<file path="src/rtl/owr_pkg.sv">
// Shared constants and types for the orthogonal wire router.
// Used by owr_route, owr_queue and orthogonal_wire_router; depends on nothing.
package owr_pkg;

  // Default coordinate width: signed fixed point with 4 fractional bits.
  localparam int CoordWidth = 20;

  // Alignment tolerance register.
  localparam int TolWidth = 12;
  localparam logic [TolWidth-1:0] TolReset = 12'd48;

  // Vertex queue: one waypoint yields at most three vertices.
  localparam int QueueDepth = 3;
  localparam int CntWidth   = $clog2(QueueDepth + 1);

  // Configuration port.
  localparam int PaddrWidth = 3;
  localparam int PdataWidth = 32;

  // Word index of each configuration register (paddr bit 2).
  typedef enum logic [0:0] {
    RegAlignTol = 1'b0
  } reg_idx_e;

endpackage

</file>
<file path="src/rtl/owr_route.sv">
// Routing decision for one waypoint against the held vertex, plus the held state.
// Depends on owr_pkg for the tolerance width and the vertex queue depth.
module owr_route #(
  parameter int COORD_WIDTH = owr_pkg::CoordWidth
) (
  input  logic                                              clk_i,
  input  logic                                              rst_ni,
  input  logic                                              fire_i,
  input  logic [COORD_WIDTH-1:0]                            point_x_i,
  input  logic [COORD_WIDTH-1:0]                            point_y_i,
  input  logic                                              final_point_i,
  input  logic [owr_pkg::TolWidth-1:0]                      tol_i,
  output logic [owr_pkg::CntWidth-1:0]                      res_n_o,
  output logic [owr_pkg::QueueDepth-1:0][COORD_WIDTH-1:0]   res_x_o,
  output logic [owr_pkg::QueueDepth-1:0][COORD_WIDTH-1:0]   res_y_o,
  output logic [owr_pkg::QueueDepth-1:0]                    res_fin_o
);

  localparam int DiffWidth = COORD_WIDTH + 1;
  localparam int MagWidth  = (DiffWidth > owr_pkg::TolWidth) ? DiffWidth : owr_pkg::TolWidth;

  logic [COORD_WIDTH-1:0] held_x_q, held_x_d;
  logic [COORD_WIDTH-1:0] held_y_q, held_y_d;
  logic                   have_held_q, have_held_d;
  logic                   held_start_q, held_start_d;

  logic [DiffWidth-1:0] diff_x, diff_y, mag_x, mag_y;
  logic                 align_x, align_y;

  // Differences are taken one bit wider than the coordinates, so they are exact.
  assign diff_x = {held_x_q[COORD_WIDTH-1], held_x_q} - {point_x_i[COORD_WIDTH-1], point_x_i};
  assign diff_y = {held_y_q[COORD_WIDTH-1], held_y_q} - {point_y_i[COORD_WIDTH-1], point_y_i};
  assign mag_x  = diff_x[DiffWidth-1] ? (~diff_x + DiffWidth'(1)) : diff_x;
  assign mag_y  = diff_y[DiffWidth-1] ? (~diff_y + DiffWidth'(1)) : diff_y;
  assign align_x = MagWidth'(mag_x) <= MagWidth'(tol_i);
  assign align_y = MagWidth'(mag_y) <= MagWidth'(tol_i);

  always_comb begin
    res_n_o      = '0;
    res_x_o      = '0;
    res_y_o      = '0;
    res_fin_o    = '0;
    held_x_d     = held_x_q;
    held_y_d     = held_y_q;
    have_held_d  = have_held_q;
    held_start_d = held_start_q;

    if (!have_held_q) begin
      if (final_point_i) begin
        // A one-point wire passes straight through.
        res_n_o      = owr_pkg::CntWidth'(1);
        res_x_o[0]   = point_x_i;
        res_y_o[0]   = point_y_i;
        res_fin_o[0] = 1'b1;
      end else begin
        held_x_d     = point_x_i;
        held_y_d     = point_y_i;
        have_held_d  = 1'b1;
        held_start_d = 1'b1;
      end
    end else begin
      res_x_o[0]   = held_x_q;
      res_y_o[0]   = held_y_q;
      held_start_d = 1'b0;
      if (align_y) begin
        if (final_point_i) begin
          // Snap the held corner onto the pin, unless it is the start point.
          if (!held_start_q) begin
            res_y_o[0] = point_y_i;
          end
          res_n_o      = owr_pkg::CntWidth'(2);
          res_x_o[1]   = point_x_i;
          res_y_o[1]   = point_y_i;
          res_fin_o[1] = 1'b1;
        end else begin
          res_n_o  = owr_pkg::CntWidth'(1);
          held_x_d = point_x_i;
        end
      end else if (align_x) begin
        if (final_point_i) begin
          if (!held_start_q) begin
            res_x_o[0] = point_x_i;
          end
          res_n_o      = owr_pkg::CntWidth'(2);
          res_x_o[1]   = point_x_i;
          res_y_o[1]   = point_y_i;
          res_fin_o[1] = 1'b1;
        end else begin
          res_n_o  = owr_pkg::CntWidth'(1);
          held_y_d = point_y_i;
        end
      end else begin
        // Horizontal-first L: the corner shares the held y and the new x.
        res_x_o[1] = point_x_i;
        res_y_o[1] = held_y_q;
        if (final_point_i) begin
          res_n_o      = owr_pkg::CntWidth'(3);
          res_x_o[2]   = point_x_i;
          res_y_o[2]   = point_y_i;
          res_fin_o[2] = 1'b1;
        end else begin
          res_n_o  = owr_pkg::CntWidth'(2);
          held_x_d = point_x_i;
          held_y_d = point_y_i;
        end
      end
      if (final_point_i) begin
        have_held_d  = 1'b0;
        held_start_d = 1'b0;
        held_x_d     = '0;
        held_y_d     = '0;
      end
    end
  end

  always_ff @(posedge clk_i or negedge rst_ni) begin
    if (!rst_ni) begin
      held_x_q     <= '0;
      held_y_q     <= '0;
      have_held_q  <= 1'b0;
      held_start_q <= 1'b0;
    end else if (fire_i) begin
      held_x_q     <= held_x_d;
      held_y_q     <= held_y_d;
      have_held_q  <= have_held_d;
      held_start_q <= held_start_d;
    end
  end

  // The start flag only makes sense while a wire is in progress.
  a_start_needs_wire: assert property (@(posedge clk_i) disable iff (!rst_ni)
    held_start_q |-> have_held_q)
    else $error("held vertex marked as start with no wire in progress");

  // A first, non-final waypoint opens a wire and becomes the held start point.
  a_first_point_held: assert property (@(posedge clk_i) disable iff (!rst_ni)
    (fire_i && !have_held_q && !final_point_i) |=> (have_held_q && held_start_q))
    else $error("first waypoint was not held as the start point");

  // A final waypoint always closes the wire with exactly one final vertex.
  a_final_closes: assert property (@(posedge clk_i) disable iff (!rst_ni)
    (fire_i && final_point_i) |-> ($countones(res_fin_o) == 1 && res_n_o != '0))
    else $error("final waypoint did not produce exactly one final vertex");

endmodule

</file>
<file path="src/rtl/owr_queue.sv">
// Vertex queue: takes up to three vertices at a time and sends one beat per cycle unless the receiver stalls.
// Depends on owr_pkg for the queue depth and count width.
module owr_queue #(
  parameter int COORD_WIDTH = owr_pkg::CoordWidth
) (
  input  logic                                              clk_i,
  input  logic                                              rst_ni,
  input  logic [owr_pkg::CntWidth-1:0]                      push_n_i,
  input  logic [owr_pkg::QueueDepth-1:0][COORD_WIDTH-1:0]   push_x_i,
  input  logic [owr_pkg::QueueDepth-1:0][COORD_WIDTH-1:0]   push_y_i,
  input  logic [owr_pkg::QueueDepth-1:0]                    push_fin_i,
  output logic [owr_pkg::CntWidth-1:0]                      room_o,
  output logic                                              out_valid_o,
  input  logic                                              out_stall_i,
  output logic [COORD_WIDTH-1:0]                            vertex_x_o,
  output logic [COORD_WIDTH-1:0]                            vertex_y_o,
  output logic                                              final_vertex_o
);

  localparam int Depth = owr_pkg::QueueDepth;
  localparam int CntW  = owr_pkg::CntWidth;

  logic [Depth-1:0][COORD_WIDTH-1:0] slot_x_q, slot_x_d, shift_x;
  logic [Depth-1:0][COORD_WIDTH-1:0] slot_y_q, slot_y_d, shift_y;
  logic [Depth-1:0]                  slot_fin_q, slot_fin_d, shift_fin;
  logic [CntW-1:0]                   count_q, count_d, rem;
  logic [CntW-1:0]                   pos;
  logic                              pop;

  assign out_valid_o    = count_q != '0;
  assign pop            = out_valid_o && !out_stall_i;
  assign rem            = count_q - CntW'(pop);
  assign room_o         = CntW'(Depth) - rem;
  assign vertex_x_o     = slot_x_q[0];
  assign vertex_y_o     = slot_y_q[0];
  assign final_vertex_o = slot_fin_q[0];

  always_comb begin
    // Drop the head if it leaves this cycle, then append behind what remains.
    shift_x   = slot_x_q;
    shift_y   = slot_y_q;
    shift_fin = slot_fin_q;
    for (int k = 0; k < Depth - 1; k++) begin
      if (pop) begin
        shift_x[k]   = slot_x_q[k+1];
        shift_y[k]   = slot_y_q[k+1];
        shift_fin[k] = slot_fin_q[k+1];
      end
    end
    slot_x_d   = shift_x;
    slot_y_d   = shift_y;
    slot_fin_d = shift_fin;
    pos        = '0;
    for (int k = 0; k < Depth; k++) begin
      pos = CntW'(k) - rem;
      if (CntW'(k) >= rem && pos < push_n_i) begin
        slot_x_d[k]   = push_x_i[pos];
        slot_y_d[k]   = push_y_i[pos];
        slot_fin_d[k] = push_fin_i[pos];
      end
    end
    count_d = rem + push_n_i;
  end

  always_ff @(posedge clk_i or negedge rst_ni) begin
    if (!rst_ni) begin
      count_q <= '0;
    end else begin
      count_q <= count_d;
    end
  end

  always_ff @(posedge clk_i) begin
    slot_x_q   <= slot_x_d;
    slot_y_q   <= slot_y_d;
    slot_fin_q <= slot_fin_d;
  end

  a_count_bound: assert property (@(posedge clk_i) disable iff (!rst_ni)
    count_q <= CntW'(Depth))
    else $error("vertex queue count exceeds its depth");

  a_push_fits: assert property (@(posedge clk_i) disable iff (!rst_ni)
    push_n_i <= room_o)
    else $error("vertex queue pushed beyond its free room");

  // A held head vertex stays in place while the receiver stalls.
  a_head_holds: assert property (@(posedge clk_i) disable iff (!rst_ni)
    (out_valid_o && out_stall_i) |=> (count_q >= $past(count_q)))
    else $error("vertex queue lost an entry during a stall");

endmodule

</file>
<file path="src/rtl/orthogonal_wire_router.sv">
// Top level of the orthogonal wire router: input register, APB register, route, queue.
// Depends on owr_pkg, owr_route and owr_queue.
//
// The router turns a stream of wire waypoints into the vertices of an orthogonal
// polyline. A waypoint beat is registered, measured combinationally against the held
// vertex, and its zero to three vertices go into a three-entry vertex queue that feeds
// the output one beat per cycle while the output does not stall. The input takes a
// beat every cycle as long as the queue has room for the vertices of the registered
// waypoint; the single output channel therefore sets the sustained rate, as a straight
// run yields one vertex, an L corner or a final straight run two, and a final L corner
// three. The first vertex of a waypoint passes through the input register and then
// the queue before it leaves. align_tolerance (byte address 0, reset 48, 1/16 pixel
// units) must only be written while no wire is in flight.
module orthogonal_wire_router #(
  parameter int COORD_WIDTH = owr_pkg::CoordWidth
) (
  input  logic                           clk_i,
  input  logic                           rst_ni,
  input  logic                           in_valid_i,
  output logic                           in_stall_o,
  input  logic [COORD_WIDTH-1:0]         point_x_i,
  input  logic [COORD_WIDTH-1:0]         point_y_i,
  input  logic                           final_point_i,
  output logic                           out_valid_o,
  input  logic                           out_stall_i,
  output logic [COORD_WIDTH-1:0]         vertex_x_o,
  output logic [COORD_WIDTH-1:0]         vertex_y_o,
  output logic                           final_vertex_o,
  input  logic                           psel,
  input  logic                           penable,
  input  logic                           pwrite,
  input  logic [owr_pkg::PaddrWidth-1:0] paddr,
  input  logic [owr_pkg::PdataWidth-1:0] pwdata,
  output logic [owr_pkg::PdataWidth-1:0] prdata,
  output logic                           pready
);

  localparam int Depth = owr_pkg::QueueDepth;
  localparam int CntW  = owr_pkg::CntWidth;

  logic                             in_valid_q, in_valid_d;
  logic [COORD_WIDTH-1:0]           in_x_q, in_y_q;
  logic                             in_fin_q;
  logic                             in_accept, move;
  logic [owr_pkg::TolWidth-1:0]     tol_q;
  logic                             tol_write;

  logic [CntW-1:0]                  res_n, room, push_n;
  logic [Depth-1:0][COORD_WIDTH-1:0] res_x, res_y;
  logic [Depth-1:0]                 res_fin;

  // Configuration register.
  assign pready    = 1'b1;
  assign tol_write = psel && penable && pwrite && pready &&
                     (paddr[2] == owr_pkg::RegAlignTol);
  assign prdata    = (paddr[2] == owr_pkg::RegAlignTol) ?
                     owr_pkg::PdataWidth'(tol_q) : '0;

  always_ff @(posedge clk_i or negedge rst_ni) begin
    if (!rst_ni) begin
      tol_q <= owr_pkg::TolReset;
    end else if (tol_write) begin
      tol_q <= pwdata[owr_pkg::TolWidth-1:0];
    end
  end

  // The registered waypoint moves on once its vertices fit in the queue.
  assign move       = in_valid_q && (res_n <= room);
  assign in_stall_o = in_valid_q && !move;
  assign in_accept  = in_valid_i && !in_stall_o;
  assign in_valid_d = in_accept || (in_valid_q && !move);
  assign push_n     = move ? res_n : '0;

  always_ff @(posedge clk_i or negedge rst_ni) begin
    if (!rst_ni) begin
      in_valid_q <= 1'b0;
    end else begin
      in_valid_q <= in_valid_d;
    end
  end

  always_ff @(posedge clk_i) begin
    if (in_accept) begin
      in_x_q   <= point_x_i;
      in_y_q   <= point_y_i;
      in_fin_q <= final_point_i;
    end
  end

  owr_route #(
    .COORD_WIDTH(COORD_WIDTH)
  ) u_route (
    .clk_i        (clk_i),
    .rst_ni       (rst_ni),
    .fire_i       (move),
    .point_x_i    (in_x_q),
    .point_y_i    (in_y_q),
    .final_point_i(in_fin_q),
    .tol_i        (tol_q),
    .res_n_o      (res_n),
    .res_x_o      (res_x),
    .res_y_o      (res_y),
    .res_fin_o    (res_fin)
  );

  owr_queue #(
    .COORD_WIDTH(COORD_WIDTH)
  ) u_queue (
    .clk_i         (clk_i),
    .rst_ni        (rst_ni),
    .push_n_i      (push_n),
    .push_x_i      (res_x),
    .push_y_i      (res_y),
    .push_fin_i    (res_fin),
    .room_o        (room),
    .out_valid_o   (out_valid_o),
    .out_stall_i   (out_stall_i),
    .vertex_x_o    (vertex_x_o),
    .vertex_y_o    (vertex_y_o),
    .final_vertex_o(final_vertex_o)
  );

  // The input side stalls only on a waypoint already waiting in the register.
  a_stall_has_item: assert property (@(posedge clk_i) disable iff (!rst_ni)
    in_stall_o |-> in_valid_q)
    else $error("input stalled with no waypoint registered");

  // A waypoint that cannot move keeps its register contents.
  a_waiting_item_kept: assert property (@(posedge clk_i) disable iff (!rst_ni)
    (in_valid_q && !move) |=> (in_valid_q && $stable(in_x_q) && $stable(in_y_q)))
    else $error("waiting waypoint was overwritten");

  // A stalled vertex beat stays valid and unchanged.
  a_out_beat_held: assert property (@(posedge clk_i) disable iff (!rst_ni)
    (out_valid_o && out_stall_i) |=> (out_valid_o && $stable(vertex_x_o) &&
                                      $stable(vertex_y_o) && $stable(final_vertex_o)))
    else $error("stalled vertex beat changed");

endmodule
</file>
<file path="config.mk">
export PLATFORM = sky130hd
export DESIGN_NAME = orthogonal_wire_router
export DESIGN_NICKNAME = d
export VERILOG_FILES = /design/src/rtl/owr_pkg.sv /design/src/rtl/owr_route.sv /design/src/rtl/owr_queue.sv /design/src/rtl/orthogonal_wire_router.sv
export SDC_FILE = /design/constraint.sdc
export NUM_CORES = 1
export LEC_CHECK = 0
export BUFFER_PORTS_ARGS = -buffer_cell sky130_fd_sc_hd__buf_2
export CAP_MARGIN = 20
export CORE_MARGIN = 2
export CORE_UTILIZATION = 46
export CTS_CLUSTER_SIZE = 24
export DETAILED_ROUTE_END_ITERATION = 8
export GPL_ROUTABILITY_DRIVEN = 0
export GPL_TIMING_DRIVEN = 0
export MAX_ROUTING_LAYER = met4
export PLACE_DENSITY = 0.74
export SYNTH_ARGS = -nofsm -noshare
export SYNTH_HDL_FRONTEND = slang
export SYNTH_SLANG_ARGS = --single-unit
</file>
<file path="constraint.sdc">
create_clock -name clk_i -period 27.4 [get_ports clk_i]
set_clock_uncertainty 0.15 [all_clocks]
set_input_delay 1.37 -clock clk_i [delete_from_list [all_inputs] [get_ports clk_i]]
set_output_delay 1.37 -clock clk_i [all_outputs]
set_load 0.03 [all_outputs]
</file>
After elaboration in Yosys (flattened, before gate mapping)
Index checks and enable logic that the tools add are counted.

storage, ports and cells
  bits in read-only memories = 0
  memory bits (writable) = 0
  bits of input ports = 83
  bits in latches = 0
  register bits = 221
  output and inout bits = 76
  logic and storage cells = 147
  memories kept = 0

operators by class
  reductions and logical operators = 20
  bitwise operators = 3
  magnitude comparators = 12
  equal/unequal tests = 3
  muxes and demuxes = 80
  shift operators = 0
  add/subtract/negate cells = 10
  $mul = 0
  divide/modulo/power cells = 0

operators with widths
  cell                                                                                 number
  20-bit 2-to-1 mux                                                                    40
  20-bit binary-select mux with 2-bit select                                           6
  40-bit 2-to-1 mux                                                                    4
  21-bit by 1-bit adder with 21-bit output (second input constant)                     2
  21-bit by 12-bit <= comparator with 1-bit output                                     2
  21-bit 2-to-1 mux                                                                    2
  21-bit NOT                                                                           2
  20-bit by 20-bit subtractor with 21-bit output                                       2
  1-bit 2-to-1 mux                                                                     18
  12-bit 2-to-1 mux                                                                    1
  2-bit 2-to-1 mux                                                                     6
  1-bit logical AND                                                                    10
  2-bit by 3-bit less-than comparator with 1-bit output (second input constant)        3
  1-bit binary-select mux with 2-bit select                                            3
  2-bit less-than comparator                                                           3
  3-bit AND reduction                                                                  2
  2-bit nonzero test                                                                   3
  1-bit by 2-bit greater-or-equal comparator with 1-bit output (first input constant)  2
  4-bit != test (second input constant)                                                1
  1-bit by 2-bit subtractor with 2-bit output (first input constant)                   2
  2-bit subtractor (first input constant)                                              2
  1-bit zero test                                                                      3
  3-bit != test (second input constant)                                                1
  2-bit adder                                                                          1
  7 further kinds                                                                      7

Depth between registers and ports, before layout
Gate-level depths: netlist (run 1).

  word-level depth = 15
  depth in mapped cells = 40
  depth with buffers taken out = 37

By module
A second synthesis (run 1) with hierarchy kept.

unflattened totals
  cell total of the unflattened synthesis = 2002
  area, all modules = 17385.4 um2

by module, submodules not included
  module                  area each (um2)  seq. area each (um2)  instances  cells each
  owr_route               7815.0           1051.0                1          1084
  owr_queue               7462.2           3743.6                1          800
  orthogonal_wire_router  2108.3           1559.0                1          118

Worst setup path after synthesis (run 1)
No wires, ideal clock.

  path kind = register to register
  start point = register in_y_q[0]
  end point = register u_queue.slot_x_q, in the netlist u_queue.shift_x[40], enable pin
  stages on the path, launching flop included = 33
  path buffers = 2
  arrival = 9.095 ns
  slack = 17.654 ns
  required time = 26.749 ns
  period minus slack after synthesis = 9.746 ns
  setup time = 0.501 ns
  cells stage by stage = edfxtp_1 -> ha_1 -> inv_1 -> fa_1 -> a21oi_1 -> o211a_2 -> o31a_1 -> o311ai_1 -> o22a_1 -> clkbuf_1 -> nor2_1 -> xnor2_1 -> ha_1 -> o21a_1 -> o21a_1 -> o21a_1 -> o21a_1 -> o21ai_0 -> a31o_2 -> nand4_1 -> nor4_4 -> buf_4 -> nand3_1 -> o21ai_0 -> and2_1 -> ha_1 -> nor2b_1 -> o21ai_0 -> and2_1 -> and3_1 -> inv_1 -> ha_1 -> a211oi_1

on the way
  cells in the longest elaborated chain, start to end = 12

RTL lines
  what                                                  line                          RTL
  start, declared                                       orthogonal_wire_router.sv:42  logic [COORD_WIDTH-1:0] in_x_q, in_y_q;
  start signal, assigned                                orthogonal_wire_router.sv:85  in_y_q <= point_y_i;
  20-bit by 20-bit subtractor with 21-bit output (*)    owr_route.sv:32               assign diff_y = {held_y_q[COORD_WIDTH-1], held_y_q} - {point_y_i[COORD_WIDTH-1], point_y_i};
  21-bit NOT                                            owr_route.sv:34               assign mag_y = diff_y[DiffWidth-1] ? (~diff_y + DiffWidth'(1)) : diff_y;
  21-bit by 1-bit adder with 21-bit output              owr_route.sv:34
  21-bit 2-to-1 mux (*)                                 owr_route.sv:34
  21-bit by 12-bit <= comparator with 1-bit output (*)  owr_route.sv:36               assign align_y = MagWidth'(mag_y) <= MagWidth'(tol_i);
  2-bit 2-to-1 mux (*)                                  owr_route.sv:65               if (align_y) begin
  2-bit 2-to-1 mux (*)                                  owr_route.sv:48               if (!have_held_q) begin
  2-bit <= comparator                                   orthogonal_wire_router.sv:68  assign move = in_valid_q && (res_n <= room);
  1-bit logical AND                                     orthogonal_wire_router.sv:68
  2-bit 2-to-1 mux (*)                                  orthogonal_wire_router.sv:72  assign push_n = move ? res_n : '0;
  2-bit less-than comparator (*)                        owr_queue.sv:56               if (CntW'(k) >= rem && pos < push_n_i) begin
  1-bit logical AND (*)                                 owr_queue.sv:56
  end signal, assigned                                  owr_queue.sv:74               slot_x_q <= slot_x_d;
  end, declared                                         owr_queue.sv:23               logic [Depth-1:0][COORD_WIDTH-1:0] slot_x_q, slot_x_d, shift_x;

Mark *: on every way between the ends. The rest lies on a longest branch, timed or not.
A chain may end at the register's enable or synchronous reset.

Worst setup path after layout (run 1)
  start point = register in_y_q[0]
  end point = register u_queue.slot_y_q[36] (netlist bit), enable pin

on the way
  cells in the longest elaborated chain, start to end = 13

RTL lines
  what                                                  line                          RTL
  20-bit by 20-bit subtractor with 21-bit output (*)    owr_route.sv:32
  21-bit NOT                                            owr_route.sv:34
  21-bit by 1-bit adder with 21-bit output              owr_route.sv:34
  21-bit 2-to-1 mux (*)                                 owr_route.sv:34
  21-bit by 12-bit <= comparator with 1-bit output (*)  owr_route.sv:36
  2-bit 2-to-1 mux (*)                                  owr_route.sv:65
  2-bit 2-to-1 mux (*)                                  owr_route.sv:48
  2-bit <= comparator                                   orthogonal_wire_router.sv:68
  1-bit logical AND                                     orthogonal_wire_router.sv:68
  2-bit 2-to-1 mux (*)                                  orthogonal_wire_router.sv:72
  2-bit less-than comparator (*)                        owr_queue.sv:56
  1-bit logical AND (*)                                 owr_queue.sv:56
  2-bit nonzero test (no source line) (*)               n/a
  end signal, assigned                                  owr_queue.sv:75               slot_y_q <= slot_y_d;
  end, declared                                         owr_queue.sv:24               logic [Depth-1:0][COORD_WIDTH-1:0] slot_y_q, slot_y_d, shift_y;

Marks and branches as above.

==> impl_metrics.csv, run 1 <==
group,metric,value,unit
sta,setup-violations-final,0,
clock_tree,cts_root_buf,"clkbuf_16",
clock_tree,cts_buffers,25,
die,dieArea,32880,um^2
critical_path,cpLargestDelayFamily,"compound AO/OA/AOI/OAI gates",
logic_synthesis,synth-compound-area-share,24.81,%
detailed_routing,ant_nets,0,
critical_path,reg2reg_depth,35,
placement,numPortBuffers,115,
sta,tightest_slew,1.154,ns
global_route,antenna_found_initial,0,
critical_path,required,27.52,ns
logic_synthesis,synth-simple-area-share,13.16,%
finish,utilization,53.81,%
placement,place_hpwl,29150,um
critical_path,crit_cells,35,
critical_path,path_class,"reg2reg",
sta,hold_viol_final,0,
die,num_io_pins,159,
critical_path,arrival,10.61,ns
finish,fin_nets,1761,
critical_path,rrSetupSlack,16.90,ns
clock_tree,cts.htree.levels,1,
critical_path,cp_num_buf_inv,5,
detailed_routing,viasPerCell,6.133,
die,initial_utilization,47.05,%
sta,rsz0062_at_grt,"no",
logic_synthesis,synth-xor-area-share,2.949,%
global_route,grt_max_degree,35,
finish,finalInstanceArea,16550,um^2
critical_path,critPathCaptureType,"register",
sta,relSlewSlack,22.03,%
clock_tree,cts-resized-gates,0,
logic_synthesis,synthDominantCellAreaShare,34.04,%
detailed_routing,wirelength,39620,um
critical_path,cp_slowest_stage_delay,0.64,ns
finish,area_growth,14.37,%
logic_synthesis,syn_avg_cell_area,10.14,um^2
sta,fmax,95.28,MHz
worst_hold_path,whs_path_depth,1,
critical_path,cp-endpoint,"u_queue.slot_y_q[36]$_DFFE_PP_",
clock_tree,hold_buffers,0,
die,rows,64,
clock_tree,cts_tree,"yes",
logic_synthesis,post-synth-top-area-cell,"edfxtp_1",
placement,place_area,15750,um^2
logic_synthesis,synth_area_leaders,"edfxtp_1 (34%), dfrtp_1 (9.5%), ha_1 (6.9%), inv_1 (3.0%), o21ai_0 (2.9%)",
finish,layout_commonest_cell,"edfxtp_1",
finish,drive_above_1_share,16.43,%
detailed_routing,drc,0,
critical_path,cp_slowest_cell,"buf_1",
detailed_routing,post_drt_wl_per_cell,19.72,um
critical_path,reg2reg_to,"u_queue.slot_y_q[36]$_DFFE_PP_",
critical_path,critPathLaunch,"in_y_q[0]$_DFFE_PP_",
finish,most-common-layout-cells,"edfxtp_1 (164), buf_2 (126), inv_1 (116), nand2_1 (108), o21ai_0 (84)",
sta,final_max_slew_viol_count,0,
job,drv_cap,0,
global_route,grt_overflow,0,
global_route,grt_pass1_wl,63800,um
logic_synthesis,synthMuxAreaShare,1.427,%
finish,antenna_cells,0,
logic_synthesis,ys_seq_area_share,43.92,%
logic_synthesis,netlist_instances,1427,
clock_tree,max-clock-path-buffers,3,
logic_synthesis,synth.distinct_cells,101,
logic_synthesis,ys.flop_type,"edfxtp_1",
logic_synthesis,synth-adder-area-share,7.334,%
worst_hold_path,hp-class,"reg2reg",
sta,whs,0.3602,ns
die,coreArea,30750,um^2
critical_path,r2r-start,"in_y_q[0]$_DFFE_PP_",
detailed_routing,drt_iter0_drc,1235,
detailed_routing,vias,12320,
logic_synthesis,ys_ff_latch,221,
global_route,grt_pass1_vias,12080,
clock_tree,cts.sink_count,221,
critical_path,start_kind,"register",
critical_path,critPathMaxFanout,22,
logic_synthesis,netlist_area,14470,um^2
finish,fillers,2750,
logic_synthesis,yosys_warnings,0,
logic_synthesis,synth_top_family_by_area,"compound AO/OA/AOI/OAI gates",
logic_synthesis,synth_edf_count,164,
global_route,grt_use_total,24.59,%
sta,period_needed,10.50,ns
clock_tree,post-cts-setup-buffer-count,0,
run_status,outcome,"completed",
logic_synthesis,async_flop_share,25.79,%
die,dieHeight,181.3,um
sta,min_period_over_period,38.31,%
clock_tree,insertion_delay,0.53,ns
sta,finalSetupTns,0,ns
die,die_x,181.3,um
clock_tree,clk_pin_slew,0.06,ns
detailed_routing,dr.pass1.iters,6,
[final cells by class]
type | instances | area [um^2] | share of cell area [%]
well taps | 396 | 495.5 | 2.995
plain buffers | 95 | 469.2 | 2.836
clock inverters | 12 | 115.1 | 0.6957
flip-flops and latches | 221 | 6354 | 38.40
inverters | 120 | 450.4 | 2.722
clock buffers | 33 | 685.7 | 4.144
repair buffers | 122 | 693.2 | 4.189
multi-input cells | 1010 | 7283 | 44.02
[metal layers]
layer  global-route usage, %  wire [um]  vias to the layer above
met5                       -          0                        -
met4                   8.000       1318                        0
met3                   3.326       2954                       95
met2                   40.61      18920                      569
met1                   31.35      16420                     5938
li1                        -          -                     5719
[kinds of logic (layout without fill, tap and decap cells)]
kind of cell             count (synthesis)  in the layout
AO/OA/AOI/OAI                          464            464
XOR/XNOR                                47             47
adder cells (fa/ha/maj)                 83             83
buffers and inverters                  215            382
flip-flops                             221            221
multiplexers                            19             19
other                                    2             21
AND/OR/NAND/NOR                        376            376
[worst reg2reg max path, delay by kind of cell, from the launching register on]
| family | cells | cell delay (ns) |
|---|---|---|
| DFF | 1 | 0.47 |
| and+or+nand+nor | 8 | 1.92 |
| adders and majority gates | 6 | 1.69 |
| AOI/OAI and AO/OA | 16 | 3.72 |
| buffers and inverters | 5 | 2.27 |
[metrics by stage]
step / cells / setup slack (ns)
global route: 2009 / 16.16
detailed placement: 1964 / 17.16
finish: 2009 / 16.90
CTS: 2009 / 17.11
floorplan: 1446 / 17.65
global placement: 1957 / 14.99
[synth_stat cells (all sizes together) (42+ instances only)]
master / number
a22o: 42
nand2: 110
nor2: 74
nand3: 46
clkbuf: 56
and2: 47
o21ai: 87
dfrtp: 55
inv: 117
edfxtp: 164
a21oi: 70
ha: 80
[worst min path at each step]
stage	endpoint	start	slack, ns
2_1_floorplan	tol_q[1]$_DFFE_PN0P_	tol_q[1]$_DFFE_PN0P_	0.33
3_3_place_gp	tol_q[10]$_DFFE_PN0P_	tol_q[10]$_DFFE_PN0P_	0.34
3_5_place_dp	tol_q[2]$_DFFE_PN0P_	tol_q[2]$_DFFE_PN0P_	0.35
4_1_cts	tol_q[2]$_DFFE_PN0P_	tol_q[2]$_DFFE_PN0P_	0.36
5_1_grt	tol_q[10]$_DFFE_PN0P_	tol_q[10]$_DFFE_PN0P_	0.38
6_report	tol_q[9]$_DFFE_PN0P_	tol_q[9]$_DFFE_PN0P_	0.36
[registers in the layout, indices dropped and copies added, names as in the netlist]
| signal | cells |
|---|---|
| in_fin_q | 1 |
| in_valid_q | 1 |
| in_x_q | 20 |
| in_y_q | 20 |
| tol_q | 12 |
| u_queue.count_q | 2 |
| u_queue.shift_x | 20 |
| u_queue.shift_y | 20 |
| u_queue.slot_fin_q | 3 |
| u_queue.slot_x_q | 20 |
| u_queue.slot_y_q | 20 |
| u_queue.vertex_x_o | 20 |
| u_queue.vertex_y_o | 20 |
| u_route.have_held_q | 1 |
| u_route.held_start_q | 1 |
| u_route.held_x_q | 20 |
| u_route.held_y_q | 20 |
Power of run 1 is left out: the tool's default activity adds up to more than one toggle a clock period on the data nets, which glitch-free logic cannot reach.
==> run 2, diff against run 1 <==
==> constraint.sdc (replaced) <==
create_clock -name clk_i -period 9.7 [get_ports clk_i]
set_clock_uncertainty 0.15 [all_clocks]
set_input_delay 0.485 -clock clk_i [delete_from_list [all_inputs] [get_ports clk_i]]
set_output_delay 0.485 -clock clk_i [all_outputs]
set_load 0.03 [all_outputs]
==> run 2 against run 1 <==
Effect of this change:
- core utilization up 2.0 points
- die area did not move
- fmax increased by 14%
==> impl_metrics.csv, run 2 (same netlist as run 1, synthesis figures left out) <==
group,metric,value,unit
clock_tree,cts_tree,"yes",
worst_hold_path,hp-class,"in2reg",
critical_path,r2r-start,"in_x_q[15]$_DFFE_PP_",
die,initial_utilization,47.05,%
die,dieArea,32880,um^2
critical_path,arrival,9.30,ns
detailed_routing,ant_nets,0,
die,coreArea,30750,um^2
die,num_io_pins,159,
finish,utilization,55.85,%
global_route,grt_max_degree,35,
sta,tightest_slew,1.236,ns
critical_path,cp_slowest_cell,"clkbuf_2",
finish,final_cells,2055,
sta,fmax,109.0,MHz
finish,fillers,2680,
critical_path,cp_slowest_stage_delay,0.55,ns
critical_path,path_class,"reg2reg",
die,rows,64,
clock_tree,max-clock-path-buffers,3,
global_route,grt_pass1_wl,63070,um
worst_hold_path,min-delay-start,"pwdata[3]",
finish,most-common-layout-cells,"edfxtp_1 (164), buf_2 (127), inv_1 (116), nand2_1 (108), o21ai_0 (83)",
critical_path,start_kind,"register",
detailed_routing,vias,12300,
global_route,grt_use_total,24.39,%
sta,setup-violations-final,0,
global_route,grt_overflow,0,
critical_path,critPathCaptureType,"register",
placement,numPortBuffers,115,
clock_tree,insertion_delay,0.54,ns
clock_tree,cts.sink_count,221,
critical_path,critPathMaxFanout,22,
finish,layout_commonest_cell,"edfxtp_1",
run_status,outcome,"completed",
detailed_routing,viasPerCell,5.985,
critical_path,required,9.83,ns
detailed_routing,wirelength,39720,um
detailed_routing,post_drt_wl_per_cell,19.33,um
job,drv_cap,0,
sta,period_needed,9.171,ns
global_route,grt_pass1_vias,12070,
global_route,antenna_found_initial,1,
placement,place_hpwl,29070,um
clock_tree,cts_root_buf,"clkbuf_16",
finish,fin_nets,1805,
sta,min_period_over_period,94.54,%
die,dieHeight,181.3,um
sta,relSlewSlack,16.52,%
finish,area_growth,18.72,%
detailed_routing,drt_iter0_drc,1186,
placement,dp_cells,1964,
detailed_routing,drc,0,
critical_path,critPathLaunch,"in_x_q[15]$_DFFE_PP_",
detailed_routing,dr.pass1.iters,6,
die,die_x,181.3,um
sta,whs,0.03742,ns
clock_tree,clk_pin_slew,0.06,ns
critical_path,crit_top_cell,"ha_1",
sta,hold_viol_final,0,
sta,final_max_slew_viol_count,0,
finish,drive_above_1_share,17.07,%
clock_tree,cts.htree.levels,1,
clock_tree,cts_buffers,26,
## run 2: cell types whose count changed in the layout (fill, tap and decap cells not counted), sizes merged
cell         before  now
diode             0    1
bufinv            2    6
clkinvlp          0    4
clkbuf           89   82
dlygate4sd3       0   42
buf             161  165
clkinv           12   10
## run 2: path summary, 6_finish.rpt
kind | slack, ns | end | depth (start not counted)
worst max register to register | 0.53 | u_queue.slot_y_q[24]$_DFFE_PP_ | 34
min in group asynchronous | 0.35 | in_valid_q$_DFF_PN0_ | 2
worst min-delay path | 0.04 | tol_q[3]$_DFFE_PN0P_ | 2
worst min register to register | 0.36 | tol_q[7]$_DFFE_PN0P_ | 1
worst max-delay path | 0.53 | u_queue.slot_y_q[24]$_DFFE_PP_ | 34
max in group asynchronous | 8.36 | tol_q[4]$_DFFE_PN1P_ | 3
## run 2: layout make-up
| class | instances | area [um^2] | share of cell area, % |
|---|---|---|---|
| clock buffers | 29 | 693.2 | 4.036 |
| flip-flops and latches | 221 | 6354 | 37.00 |
| multi-input cells | 1010 | 7313 | 42.58 |
| well taps | 396 | 495.5 | 2.885 |
| inverters | 120 | 450.4 | 2.623 |
| plain buffers | 92 | 464.2 | 2.703 |
| repair buffers | 168 | 1144 | 6.659 |
| clock inverters | 18 | 257.7 | 1.501 |
| diodes | 1 | 2.502 | 0.01457 |
## run 2: per-layer routing
layer  part of all wire, %  GRT usage (%)  up-vias
met3                   7.5          3.628       87
met4                   2.9          7.545        0
met1                    42          30.86     5876
li1                      -              -     5800
met2                    48          40.49      536
met5                     0              -        -
## run 2: per-stage QoR
| step | TNS [ns] | setup slack [ns] | instance area [um^2] |
|---|---|---|---|
| after floorplan | 0 | 1.086 | 14540 |
| after global placement | -97.35 | -1.225 | 15610 |
| after detailed placement | -20.85 | -0.5437 | 15750 |
| after CTS | 0 | 0.1347 | 17130 |
| after global routing | -0.1588 | -0.02868 | 17170 |
| final | 0 | 0.5292 | 17170 |
## run 2: critical path, delay by kind of cell, from the launching register on
kind                     cells  cell delay, ns
AO/OA/AOI/OAI               14            2.77
buffers and inverters        6            1.98
adder cells (fa/ha/maj)      6            1.84
AND/OR/NAND/NOR              7            1.50
flip-flops                   1            0.50
XOR/XNOR                     1            0.17
## run 2: timing repair
item / CTS / global route
setup endpoints to repair: 51 / 141
gates resized for setup: 5 / 8
hold endpoints to repair: 64 / 0
setup buffers: 0 / 4
hold buffers: 42 / 0
pin swaps: 0 / 3
Power of run 2 is left out for the same reason.
